===== config.mk =====
export PLATFORM = sky130hd
export DESIGN_NAME = crsf_rc_frame_detector_flat
export DESIGN_NICKNAME = d
export VERILOG_FILES = /design/src/crsf_pkg.sv /design/src/crsf_ifs.sv /design/src/crsf_rc_frame_detector.sv /design/src/flat_wrapper.sv
export SDC_FILE = /design/constraint.sdc
export NUM_CORES = 1
export LEC_CHECK = 0
export BUFFER_PORTS_ARGS = -buffer_cell sky130_fd_sc_hd__buf_2
export CORE_ASPECT_RATIO = 0.7
export CORE_MARGIN = 10
export CORE_UTILIZATION = 44
export DETAILED_ROUTE_END_ITERATION = 6
export PLACE_DENSITY = 0.66
export RECOVER_POWER = 100
export SLEW_MARGIN = 0
export SYNTH_ARGS = -nofsm -noshare
export SYNTH_HDL_FRONTEND = slang
export SYNTH_SLANG_ARGS = --single-unit

===== constraint.sdc =====
create_clock -name clk -period 3.5 [get_ports clk]
set_input_delay 0.7 -clock clk [delete_from_list [all_inputs] [get_ports clk]]
set_output_delay 0.7 -clock clk [all_outputs]
set_load 0.01 [all_outputs]

===== src/crsf_pkg.sv =====
// Shared types, register codes, reset values and the CRC-8 step for the CRSF frame detector.
package crsf_pkg;

	// Configuration register indexes.
	localparam int unsigned CFG_IDX_W = 3;
	typedef enum logic [CFG_IDX_W-1:0] {
		CFG_SYNC_LEAD      = 3'd0,
		CFG_RADIO_LEAD     = 3'd1,
		CFG_RECEIVER_LEAD  = 3'd2,
		CFG_MIN_LENGTH     = 3'd3,
		CFG_MAX_LENGTH     = 3'd4,
		CFG_WANTED_TYPE    = 3'd5,
		CFG_CRC_POLYNOMIAL = 3'd6
	} cfg_idx_t;

	// Register values after reset.
	localparam logic [7:0] RST_SYNC_LEAD      = 8'd200;
	localparam logic [7:0] RST_RADIO_LEAD     = 8'd234;
	localparam logic [7:0] RST_RECEIVER_LEAD  = 8'd236;
	localparam logic [7:0] RST_MIN_LENGTH     = 8'd2;
	localparam logic [7:0] RST_MAX_LENGTH     = 8'd62;
	localparam logic [7:0] RST_WANTED_TYPE    = 8'd22;
	localparam logic [7:0] RST_CRC_POLYNOMIAL = 8'd213;

	// Parser phase.
	typedef enum logic [1:0] {
		PH_HUNT   = 2'd0,
		PH_LENGTH = 2'd1,
		PH_DATA   = 2'd2
	} phase_t;

	// Per-item status code.
	typedef enum logic [2:0] {
		ST_PENDING    = 3'd0,
		ST_LEN_REJECT = 3'd1,
		ST_CRC_BAD    = 3'd2,
		ST_OTHER_TYPE = 3'd3,
		ST_DETECTED   = 3'd4
	} status_t;

	// One byte of CRC-8, MSB first, polynomial given without its top bit.
	function automatic logic [7:0] crc8_update(input logic [7:0] crc, input logic [7:0] data,
			input logic [7:0] poly);
		logic [7:0] c;
		c = crc ^ data;
		for (int b = 0; b < 8; b++) begin
			if (c[7]) begin
				c = {c[6:0], 1'b0} ^ poly;
			end else begin
				c = {c[6:0], 1'b0};
			end
		end
		return c;
	endfunction

endpackage


===== src/crsf_ifs.sv =====
// Channel interfaces of the CRSF frame detector: received bytes, results and register writes.

// Received byte channel.
interface crsf_rx_if;
	logic       valid;
	logic       ready;
	logic [7:0] rx_byte;

	modport source (output valid, output rx_byte, input ready);
	modport sink (input valid, input rx_byte, output ready);
endinterface

// Result channel.
interface crsf_res_if import crsf_pkg::*; ();
	logic    valid;
	logic    ready;
	status_t status;
	logic    detected;

	modport source (output valid, output status, output detected, input ready);
	modport sink (input valid, input status, input detected, output ready);
endinterface

// Configuration write channel.
interface crsf_cfg_if import crsf_pkg::*; ();
	logic                 valid;
	logic                 ready;
	logic [CFG_IDX_W-1:0] index;
	logic [7:0]           data;

	modport source (output valid, output index, output data, input ready);
	modport sink (input valid, input index, input data, output ready);
endinterface


===== src/crsf_rc_frame_detector.sv =====
// Top level of the CRSF frame detector: input register, frame parser and result register.
//
//  channel | direction | payload                         | accepted when
//  rx      | in        | rx_byte[7:0]                    | rx.valid && rx.ready
//  res     | out       | status[2:0], detected           | res.valid && res.ready
//  cfg     | in        | index[2:0], data[7:0]           | cfg.valid && cfg.ready
//
// One byte per cycle sustained while results are taken. The byte goes into the input
// register, is parsed against the frame state once the result register is free or being
// drained, and the status lands in the result register.
// A stalled result holds the result register; the input register still takes one byte,
// after which rx.ready falls until the result is taken. Register writes are always ready.
// Reset returns the parser to hunting and loads the register defaults.
module crsf_rc_frame_detector import crsf_pkg::*; (
	input  logic            clk,
	input  logic            arst_n,
	crsf_rx_if.sink         rx,
	crsf_res_if.source      res,
	crsf_cfg_if.sink        cfg
);

	// Configuration registers.
	logic [7:0] sync_lead_q, radio_lead_q, receiver_lead_q;
	logic [7:0] min_length_q, max_length_q, wanted_type_q, crc_poly_q;

	// Pipeline and frame state.
	logic       valid_s1;
	logic [7:0] byte_s1;
	logic       out_valid_q;
	status_t    status_q;
	logic       detected_q;

	phase_t     phase_q, phase_d;
	logic [7:0] frame_len_q, frame_len_d;
	logic [7:0] seen_q, seen_d;
	logic [7:0] crc_q, crc_d;
	logic [7:0] first_q, first_d;
	status_t    status_d;
	logic       detected_d;

	logic       advance;
	logic       process;
	logic [7:0] type_byte;
	logic [7:0] seen_inc;

	// The parse stage moves when the result register is free or being drained.
	assign advance = !out_valid_q || res.ready;
	assign process = valid_s1 && advance;
	assign rx.ready = !valid_s1 || advance;
	assign cfg.ready = 1'b1;

	assign res.valid = out_valid_q;
	assign res.status = status_q;
	assign res.detected = detected_q;

	// Register writes; indexes past the list are ignored.
	always_ff @(posedge clk or negedge arst_n) begin
		if (!arst_n) begin
			sync_lead_q     <= RST_SYNC_LEAD;
			radio_lead_q    <= RST_RADIO_LEAD;
			receiver_lead_q <= RST_RECEIVER_LEAD;
			min_length_q    <= RST_MIN_LENGTH;
			max_length_q    <= RST_MAX_LENGTH;
			wanted_type_q   <= RST_WANTED_TYPE;
			crc_poly_q      <= RST_CRC_POLYNOMIAL;
		end else if (cfg.valid) begin
			unique case (cfg.index)
				CFG_SYNC_LEAD:      sync_lead_q     <= cfg.data;
				CFG_RADIO_LEAD:     radio_lead_q    <= cfg.data;
				CFG_RECEIVER_LEAD:  receiver_lead_q <= cfg.data;
				CFG_MIN_LENGTH:     min_length_q    <= cfg.data;
				CFG_MAX_LENGTH:     max_length_q    <= cfg.data;
				CFG_WANTED_TYPE:    wanted_type_q   <= cfg.data;
				CFG_CRC_POLYNOMIAL: crc_poly_q      <= cfg.data;
				default: ;
			endcase
		end
	end

	// Input register.
	always_ff @(posedge clk or negedge arst_n) begin
		if (!arst_n) begin
			valid_s1 <= 1'b0;
		end else if (rx.ready) begin
			valid_s1 <= rx.valid;
		end
	end

	always_ff @(posedge clk) begin
		if (rx.valid && rx.ready) begin
			byte_s1 <= rx.rx_byte;
		end
	end

	// The type byte is the current byte when it is the first data byte.
	assign type_byte = (seen_q == 8'd0) ? byte_s1 : first_q;
	assign seen_inc = seen_q + 8'd1;

	// Parser next state and status for the byte in the input register.
	always_comb begin
		phase_d     = phase_q;
		frame_len_d = frame_len_q;
		seen_d      = seen_q;
		crc_d       = crc_q;
		first_d     = first_q;
		status_d    = ST_PENDING;
		detected_d  = 1'b0;
		unique case (phase_q)
			PH_LENGTH: begin
				if (byte_s1 == 8'd0 || byte_s1 < min_length_q || byte_s1 > max_length_q) begin
					status_d = ST_LEN_REJECT;
					phase_d  = PH_HUNT;
				end else begin
					frame_len_d = byte_s1;
					seen_d      = 8'd0;
					crc_d       = 8'd0;
					phase_d     = PH_DATA;
				end
			end
			PH_DATA: begin
				first_d = type_byte;
				seen_d  = seen_inc;
				if (seen_inc != frame_len_q) begin
					crc_d = crc8_update(crc_q, byte_s1, crc_poly_q);
				end else begin
					phase_d = PH_HUNT;
					priority if (byte_s1 != crc_q) begin
						status_d = ST_CRC_BAD;
					end else if (type_byte != wanted_type_q) begin
						status_d = ST_OTHER_TYPE;
					end else begin
						status_d   = ST_DETECTED;
						detected_d = 1'b1;
					end
				end
			end
			default: begin
				if (byte_s1 == sync_lead_q || byte_s1 == radio_lead_q ||
						byte_s1 == receiver_lead_q) begin
					phase_d = PH_LENGTH;
				end else begin
					phase_d = PH_HUNT;
				end
			end
		endcase
	end

	// Parser state register.
	always_ff @(posedge clk or negedge arst_n) begin
		if (!arst_n) begin
			phase_q     <= PH_HUNT;
			frame_len_q <= 8'd0;
			seen_q      <= 8'd0;
			crc_q       <= 8'd0;
			first_q     <= 8'd0;
		end else if (process) begin
			phase_q     <= phase_d;
			frame_len_q <= frame_len_d;
			seen_q      <= seen_d;
			crc_q       <= crc_d;
			first_q     <= first_d;
		end
	end

	// Result register.
	always_ff @(posedge clk or negedge arst_n) begin
		if (!arst_n) begin
			out_valid_q <= 1'b0;
		end else if (advance) begin
			out_valid_q <= valid_s1;
		end
	end

	always_ff @(posedge clk) begin
		if (process) begin
			status_q   <= status_d;
			detected_q <= detected_d;
		end
	end

	// The detected flag goes with the detected status and nothing else.
	a_det_status: assert property (@(posedge clk) disable iff (!arst_n)
		res.valid |-> (res.detected == (res.status == ST_DETECTED)))
		else $error("detected flag disagrees with status");

	// A byte waiting in the input register is not dropped while the result stalls.
	a_hold_s1: assert property (@(posedge clk) disable iff (!arst_n)
		(valid_s1 && out_valid_q && !res.ready) |=> (valid_s1 && $stable(byte_s1)))
		else $error("input register lost a byte during a stall");

	// Collecting data always works against an accepted, nonzero length.
	a_len_nonzero: assert property (@(posedge clk) disable iff (!arst_n)
		(phase_q == PH_DATA) |-> (frame_len_q != 8'd0 && seen_q < frame_len_q))
		else $error("data phase without room left in the frame");

	// A processed byte always leaves a result behind.
	a_result_follows: assert property (@(posedge clk) disable iff (!arst_n)
		process |=> out_valid_q)
		else $error("processed byte produced no result");

endmodule

===== src/flat_wrapper.sv =====
// flat-port wrapper written by rule: the top's interface ports become plain ports
module crsf_rc_frame_detector_flat import crsf_pkg::*;
  (clk, arst_n, rx_valid, rx_rx_byte, rx_ready, res_valid, res_status, res_detected, res_ready, cfg_valid, cfg_index, cfg_data, cfg_ready);
  crsf_rx_if rx_i ();
  crsf_res_if res_i ();
  crsf_cfg_if cfg_i ();
  input  logic clk;
  input  logic arst_n;
  input wire logic [$bits(rx_i.valid)-1:0] rx_valid;
  input wire logic [$bits(rx_i.rx_byte)-1:0] rx_rx_byte;
  output wire logic [$bits(rx_i.ready)-1:0] rx_ready;
  output wire logic [$bits(res_i.valid)-1:0] res_valid;
  output wire logic [$bits(res_i.status)-1:0] res_status;
  output wire logic [$bits(res_i.detected)-1:0] res_detected;
  input wire logic [$bits(res_i.ready)-1:0] res_ready;
  input wire logic [$bits(cfg_i.valid)-1:0] cfg_valid;
  input wire logic [$bits(cfg_i.index)-1:0] cfg_index;
  input wire logic [$bits(cfg_i.data)-1:0] cfg_data;
  output wire logic [$bits(cfg_i.ready)-1:0] cfg_ready;
  assign rx_i.valid = rx_valid;
  assign rx_i.rx_byte = rx_rx_byte;
  assign rx_ready = rx_i.ready;
  assign res_valid = res_i.valid;
  assign res_status = res_i.status;
  assign res_detected = res_i.detected;
  assign res_i.ready = res_ready;
  assign cfg_i.valid = cfg_valid;
  assign cfg_i.index = cfg_index;
  assign cfg_i.data = cfg_data;
  assign cfg_ready = cfg_i.ready;
  crsf_rc_frame_detector u_core (.clk(clk), .arst_n(arst_n), .rx(rx_i), .res(res_i), .cfg(cfg_i));
endmodule

==> flow_summary_export.csv, run 1 <==
group,metric,value,unit
run_status,status,"finished, violations left",
run_status,violations,"setup timing",
finish,drive_gt1_frac,0.360,
global_routing,antenna_found_initial,0,
clock_network,cts_tree,"yes",
synthesis,synth-simple-area-share,0.133,
clock_network,clk_pin_slew,0.08,ns
clock_network,clk_latency,0.36,ns
worst_setup_path,cp_cell_sequence,"xnor2_4, buf_12, xnor2_4, a21oi_2, or4_4, nand3_2, xnor3_2, a21oi_4, nor3_2, buf_4, o31ai_4, nand3_2, xnor3_1, o31ai_2",
power,irDropWorstVdd,0.295,mV
worst_setup_path,r2r-start,"u_core.byte_s1[5]$_DFFE_PP_",
synthesis,netlist-cell-type-count,65,
floorplan,rows,37,
finish,final_area,8000,um2
clock_network,numCtsBuffers,9,
floorplan,die_w,167,um
worst_setup_path,r2r_cells,14,
place,placed_cell_area,7370,um2
global_routing,first_global_vias,4981,
detailed_routing,dr.pass1.iters,5,
floorplan,start_util,0.450,
synthesis,synth_flop_cell,"dfrtp_1",
worst_setup_path,start_kind,"flip-flop",
sta,finalHoldViolCount,0,
floorplan,die_h,123,um
place,port_buffers,29,
worst_setup_path,r2r-end,"u_core.crc_q[5]$_DFFE_PN0P_",
detailed_routing,drc,0,
sta,period_minus_slack,3.81,ns
clock_network,htree_levels,3,
synthesis,synth_cells,628,
power,p_leak,3.45,nW
synthesis,synth_nets,671,
job,cap_violations,0,
worst_hold_path,hold_start,"u_core.max_length_q[5]$_DFFE_PN1P_",
worst_setup_path,end_kind,"flip-flop",
worst_hold_path,hp-class,"reg -> reg",
detailed_routing,ant_nets,0,
synthesis,ys_ff_latch,104,
worst_setup_path,cp.arrival,4.08,ns
floorplan,die_area,20400,um2
place,preCtsSetupSlack,-0.235,ns
detailed_routing,viasPerCell,5.54,
clock_network,cts_root_buffer,"clkbuf_16",
sta,slew_viol_final,0,
detailed_routing,avgRoutedWirePerCell,19.1,um
sta,setup_viol,8,
synthesis,synthXorXnorAreaFrac,0.163,
synthesis,yosysWarnings,0,
synthesis,avgSynthCellArea,10.5,um2
detailed_routing,dr.first_iter.drc_count,408,
global_routing,grt_overflow,0,
sta,timing.hold.ws,0.504,ns
worst_setup_path,cp_slowest_stage_delay,0.54,ns
synthesis,synth_top_family_by_area,"XOR/XNOR gates",
synthesis,synth-compound-area-share,0.0919,
synthesis,muxShareOfSynthArea,0.124,
worst_setup_path,crit_fanout,7,
place,detailed_place_hpwl,12.5,mm
finish,nNetsFinal,749,
detailed_routing,drt_wl_total,17.3,mm
global_routing,grt_use_total,0.166,
global_routing,grt_max_degree,59,
worst_setup_path,cpMaxStageDelayCell,"or4_4",
sta,fin_crit_sh,1.09,
sta,rsz0062_at_grt,"true",
sta,fin_ws,-0.313,ns
detailed_routing,vias,5020,
clock_network,clock_path_buffers,2,
sta,max_freq,262,MHz
finish,antennaDiodeCount,0,
clock_network,cts.sinks,104,
synthesis,synth-edff-count,12,
worst_setup_path,crit_type,"reg -> reg",
synthesis,async_reset_ff_frac,0.885,
global_routing,grt_pass1_wl,27.3,mm
floorplan,coreArea,14700,um2
worst_hold_path,min_path_cells,2,
floorplan,io_pins,31,
place,gp_congestion,0.889,
synthesis,synth_adder_area_share,0.0359,
synthesis,synth_area,6620,um2
finish,fin_util,0.544,
worst_setup_path,reg2reg_slack,-0.31,ns
worst_setup_path,worstPathRequired,3.77,ns
worst_hold_path,holdPathEnd,"u_core.max_length_q[5]$_DFFE_PN1P_",
synthesis,ys_seq_area_frac,0.407,
power,pwr_density_cell,692,nW/um2
sta,fin_worst_skew,0.0141,ns
sta,worstMarginPinSlew,1.49,ns
finish,syn_to_final_growth,20.9,%
sta,max_slew_margin,0.00928,
[worst max-delay path, delay by kind of cell, from the launching register on]
family	cells	cell delay [ns]
flops	1	0.51
buf+inv	2	0.28
simple gates	4	0.87
xor+xnor	4	1.13
compound gates	4	0.92
[how the worst max path moves through the flow]
stage | start | to | slack (ns) | cells after the start
after global placement | u_core.crc_q[5]$_DFFE_PN0P_ | u_core.crc_q[7]$_DFFE_PN0P_ | -0.13 | 13
after CTS | u_core.byte_s1[7]$_DFFE_PP_ | u_core.crc_q[7]$_DFFE_PN0P_ | -0.19 | 13
after global routing | u_core.byte_s1[5]$_DFFE_PP_ | u_core.crc_q[5]$_DFFE_PN0P_ | -0.44 | 14
final | u_core.byte_s1[5]$_DFFE_PP_ | u_core.crc_q[5]$_DFFE_PN0P_ | -0.31 | 14
after detailed placement | u_core.byte_s1[7]$_DFFE_PP_ | u_core.crc_q[7]$_DFFE_PN0P_ | -0.23 | 12
after floorplan | u_core.byte_s1[7]$_DFFE_PP_ | u_core.crc_q[5]$_DFFE_PN0P_ | -0.13 | 15
[per-layer routing]
metal	up-vias	global-route usage	share of wire
li1	2332	-	-
met3	9	0.0415	0.063
met2	152	0.250	0.44
met1	2527	0.240	0.49
met4	0	0.0274	0.0043
met5	-	0	0
[synthesized netlist by cell type, drive strengths merged (2+ instances only)]
library cell   n  area [um2]
nand2         75         282
dfrtp         65        1630
mux2          65         732
xnor2         56         569
xor2          37         324
inv           31         116
dfstp         27         709
o21ai         25         125
clkbuf        24        90.1
nand3         20         100
ha            19         238
a21oi         14        81.3
o31ai         13         123
buf           12        86.3
edfxtp        12         360
nor2          12        45.0
nor3          12        65.1
nor4          11        68.8
mux2i          9        90.1
nand4          9        56.3
a21o           7        52.6
xnor3          7         158
nand2b         6        37.5
and2           5        31.3
and3           5        31.3
a31oi          4        25.0
nor2b          4        25.0
or2            4        25.0
a211o          3        26.3
nand4b         3        26.3
or3            3        18.8
or4            3        30.0
a211oi         2        27.5
nor3b          2        15.0
o21a           2        15.0
o22ai          2        12.5
o311ai         2        17.5
[registers in the layout (all words and copies together) (netlist names)]
register,cells
u_core.byte_s1,8
u_core.crc_poly_q,8
u_core.crc_q,8
u_core.first_q,8
u_core.frame_len_q,8
u_core.max_length_q,8
u_core.min_length_q,8
u_core.phase_q,2
u_core.radio_lead_q,8
u_core.receiver_lead_q,8
u_core.res.detected,1
u_core.res.status,3
u_core.res.valid,1
u_core.seen_q,8
u_core.sync_lead_q,8
u_core.valid_s1,1
u_core.wanted_type_q,8
[cell type report]
| cell class | instances | area [um2] |
|---|---|---|
| tap | 195 | 244 |
| inverter | 31 | 116 |
| sequential | 104 | 2700 |
| clock buffer | 9 | 225 |
| clock inverter | 7 | 81.3 |
| timing repair buffer | 103 | 698 |
| multi-input combinational | 457 | 3940 |
| fill | 1267 | 6720 |
[logic make-up after synthesis]
kind of cell,after synthesis
buffers and inverters,67
flip-flops,104
multiplexers,74
XOR/XNOR,101
other,1
AND/OR/NAND/NOR,177
AO/OA/AOI/OAI,85
adder cells (fa/ha/maj),19
[power breakdown]
part | internal [W] | switching [W] | total, W
Sequential | 0.00144 | 0.000154 | 0.00160
Combinational | 0.00156 | 0.00135 | 0.00291
Clock | 0.000514 | 0.000512 | 0.00103
Total | 0.00352 | 0.00202 | 0.00554
[timing repair]
| action | CTS | global route |
|---|---|---|
| gates cloned | 0 | 0 |
| setup endpoints to repair | 7 | 8 |
| hold buffers | 0 | 0 |
| setup buffers | 3 | 8 |
| resized for setup | 14 | 42 |
| pin swaps | 8 | 22 |
[per-stage QoR]
stage	std cells	total power (W)	TNS, ns
CTS	899	0.00522	-0.961
detailed placement	880	0.00406	-1.25
floorplan	628	0.00344	-0.553
global placement	880	0.00400	-0.719
finish	906	0.00554	-1.52
global route	906	0.00584	-3.84
[layout by cell type, fill, tap and decap left out, types with 4 or more instances in the layout]
cell type / n
nand2_1: 71
mux2_2: 63
dfrtp_1: 62
buf_4: 57
xnor2_1: 48
xor2_1: 33
inv_1: 31
dfstp_2: 27
o21ai_0: 22
buf_2: 20
ha_1: 19
clkbuf_1: 17
nand3_1: 16
nor2_1: 12
edfxtp_1: 12
a21oi_1: 10
nor3_1: 10
nor4_1: 9
nand4_1: 9
clkbuf_16: 9
mux2i_1: 8
a21o_1: 7
o31ai_2: 7
xnor2_4: 6
nand2b_1: 6
xnor3_1: 6
o31ai_1: 5
buf_6: 5
nand2_2: 4
nor2b_1: 4
a31oi_1: 4
nand3_2: 4
No activity file was read; power rests on OpenSTA's default activity.
==> run 2: changes to the inputs <==
- SETUP_SLACK_MARGIN: default -> 0.1
==> run 2 against run 1 <==
The flow finishes with violations (capacitance limit, slew limit, setup timing). Count of clock-buffer cells in the layout rose by 1. Total power is 3.3% lower. Die area did not move. Routed wire length shrank 1.5%. Largest power group unchanged. Highest routed layer unchanged.
==> flow_summary_export.csv, run 2 (synthesized netlist as in run 1, its figures left out) <==
group,metric,value,unit
detailed_routing,vias,4962,
worst_setup_path,cp.arrival,3.95,ns
job,cap_violations,1,
floorplan,start_util,0.450,
sta,max_slew_margin,-0.907,
sta,period_minus_slack,3.69,ns
clock_network,htree_levels,3,
power,intPower,0.00342,W
power,switching_share,0.361,
global_routing,grt_max_degree,52,
floorplan,rows,37,
place,preCtsSetupSlack,-0.302,ns
floorplan,die_h,123,um
global_routing,grt_util_met3,0.0434,
sta,finalSetupTns,-1.05,ns
detailed_routing,dr.first_iter.drc_count,304,
finish,fin_util,0.539,
global_routing,grt_use_total,0.166,
power,irDropWorstVdd,0.314,mV
global_routing,grt_overflow,0,
finish,nNetsFinal,750,
clock_network,clk_pin_slew,0.07,ns
sta,fin_ws,-0.188,ns
detailed_routing,viasPerCell,5.47,
clock_network,cts.sinks,104,
sta,setup_viol,7,
global_routing,first_global_vias,5052,
finish,antennaDiodeCount,0,
sta,fin_worst_skew,0.0137,ns
worst_setup_path,crit_fanout,7,
worst_setup_path,worstPathRequired,3.76,ns
clock_network,clock_path_buffers,2,
sta,timing.hold.ws,0.501,ns
run_status,status,"finished, violations left",
place,placed_cell_area,7330,um2
power,p_sw,0.00193,W
global_routing,grt_util_met1,0.236,
sta,worstMarginPinSlew,2.86,ns
finish,final_area,7940,um2
place,detailed_place_hpwl,12.3,mm
finish,final_cell_mix,"72 x nand2_1, 65 x mux2_2, 64 x dfrtp_1",
global_routing,antenna_found_initial,0,
place,port_buffers,29,
detailed_routing,dr.pass1.iters,5,
worst_setup_path,start_kind,"flip-flop",
power,power_frac_seq,0.300,
sta,fin_crit_sh,1.05,
place,gp_congestion,0.883,
clock_network,cts_tree,"yes",
floorplan,die_w,167,um
worst_hold_path,hp-class,"reg -> reg",
floorplan,io_pins,31,
sta,finalHoldViolCount,0,
power,clkPwrFrac,0.183,
global_routing,grt.busiest_layer,"met2",
power,p_leak,3.44,nW
run_status,violations,"capacitance limit, slew limit, setup timing",
finish,syn_to_final_growth,19.9,%
sta,rsz0062_at_grt,"true",
worst_setup_path,crit_type,"reg -> reg",
clock_network,cts_root_buffer,"clkbuf_16",
sta,max_freq,271,MHz
detailed_routing,drt_wl_total,17.0,mm
sta,slew_viol_final,52,
detailed_routing,drc,0,
floorplan,die_area,20400,um2
power,power_frac_comb,0.517,
finish,final_common_cell,"nand2_1",
worst_setup_path,end_kind,"flip-flop",
detailed_routing,avgRoutedWirePerCell,18.8,um
floorplan,coreArea,14700,um2
power,pwr_density_cell,675,nW/um2
clock_network,holdBufCountCts,0,
clock_network,numCtsBuffers,9,
clock_network,clk_latency,0.36,ns
global_routing,grt_use_met2,0.250,
finish,drive_gt1_frac,0.355,
detailed_routing,ant_nets,0,
global_routing,grt_pass1_wl,27.4,mm
run 2: power by group through the flow:
stage	registers [W]	logic [W]	clock network (W)
after floorplan	0.00154	0.00190	0
after global placement	0.00161	0.00237	0
after detailed placement	0.00163	0.00245	0
after CTS	0.00160	0.00262	0.00101
after global routing	0.00163	0.00299	0.00106
final	0.00160	0.00277	0.000983
run 2: path summary, 6_finish.rpt:
| kind | startpoint | end | slack (ns) | depth (start not counted) |
|---|---|---|---|---|
| worst max-delay path | u_core.byte_s1[7]$_DFFE_PP_ | u_core.crc_q[7]$_DFFE_PN0P_ | -0.19 | 13 |
| worst min-delay path | u_core.max_length_q[5]$_DFFE_PN1P_ | u_core.max_length_q[5]$_DFFE_PN1P_ | 0.50 | 2 |
| worst max register to register | u_core.byte_s1[7]$_DFFE_PP_ | u_core.crc_q[7]$_DFFE_PN0P_ | -0.19 | 13 |
| worst min register to register | u_core.max_length_q[5]$_DFFE_PN1P_ | u_core.max_length_q[5]$_DFFE_PN1P_ | 0.50 | 2 |
| max in group asynchronous | arst_n | u_core.crc_q[7]$_DFFE_PN0P_ | 0.45 | 2 |
| min in group asynchronous | arst_n | u_core.wanted_type_q[5]$_DFFE_PN0P_ | 1.28 | 1 |
run 2: routing by layer:
metal,vias to the layer above,wire length [um]
li1,2341,-
met3,17,1200
met5,-,0
met4,0,153
met1,2445,8150
met2,159,7500
run 2: timing repair:
| action | in CTS | in global routing |
|---|---|---|
| buffers inserted | 7 | 10 |
| resized for setup | 18 | 27 |
| endpoints found under the setup margin | 8 | 14 |
| pin swaps | 4 | 6 |
run 2: metrics by stage:
| step | instances | power, W |
|---|---|---|
| CTS | 897 | 0.00523 |
| finish | 907 | 0.00536 |
| global route | 907 | 0.00567 |
| detailed placement | 874 | 0.00407 |
| floorplan | 628 | 0.00344 |
| global placement | 874 | 0.00399 |
run 2: cell type report:
cell class	count	area (um2)
well taps	195	244
inverters	31	116
clock buffers	10	229
multi-input cells	457	3900
repair buffers	104	689
clock inverters	6	62.6
flip-flops and latches	104	2700
fillers	1329	6790
run 2: worst max-delay path, cell delays in order (launching register included):
cell,delay (ns)
edfxtp_1,0.50
xnor2_4,0.34
buf_4,0.18
nor3_1,0.06
o2111ai_1,0.22
a211oi_2,0.12
nor3_4,0.24
xnor3_2,0.51
xor2_4,0.18
nor4b_4,0.15
or4_4,0.55
nand3_1,0.13
xnor3_1,0.24
o31ai_2,0.17
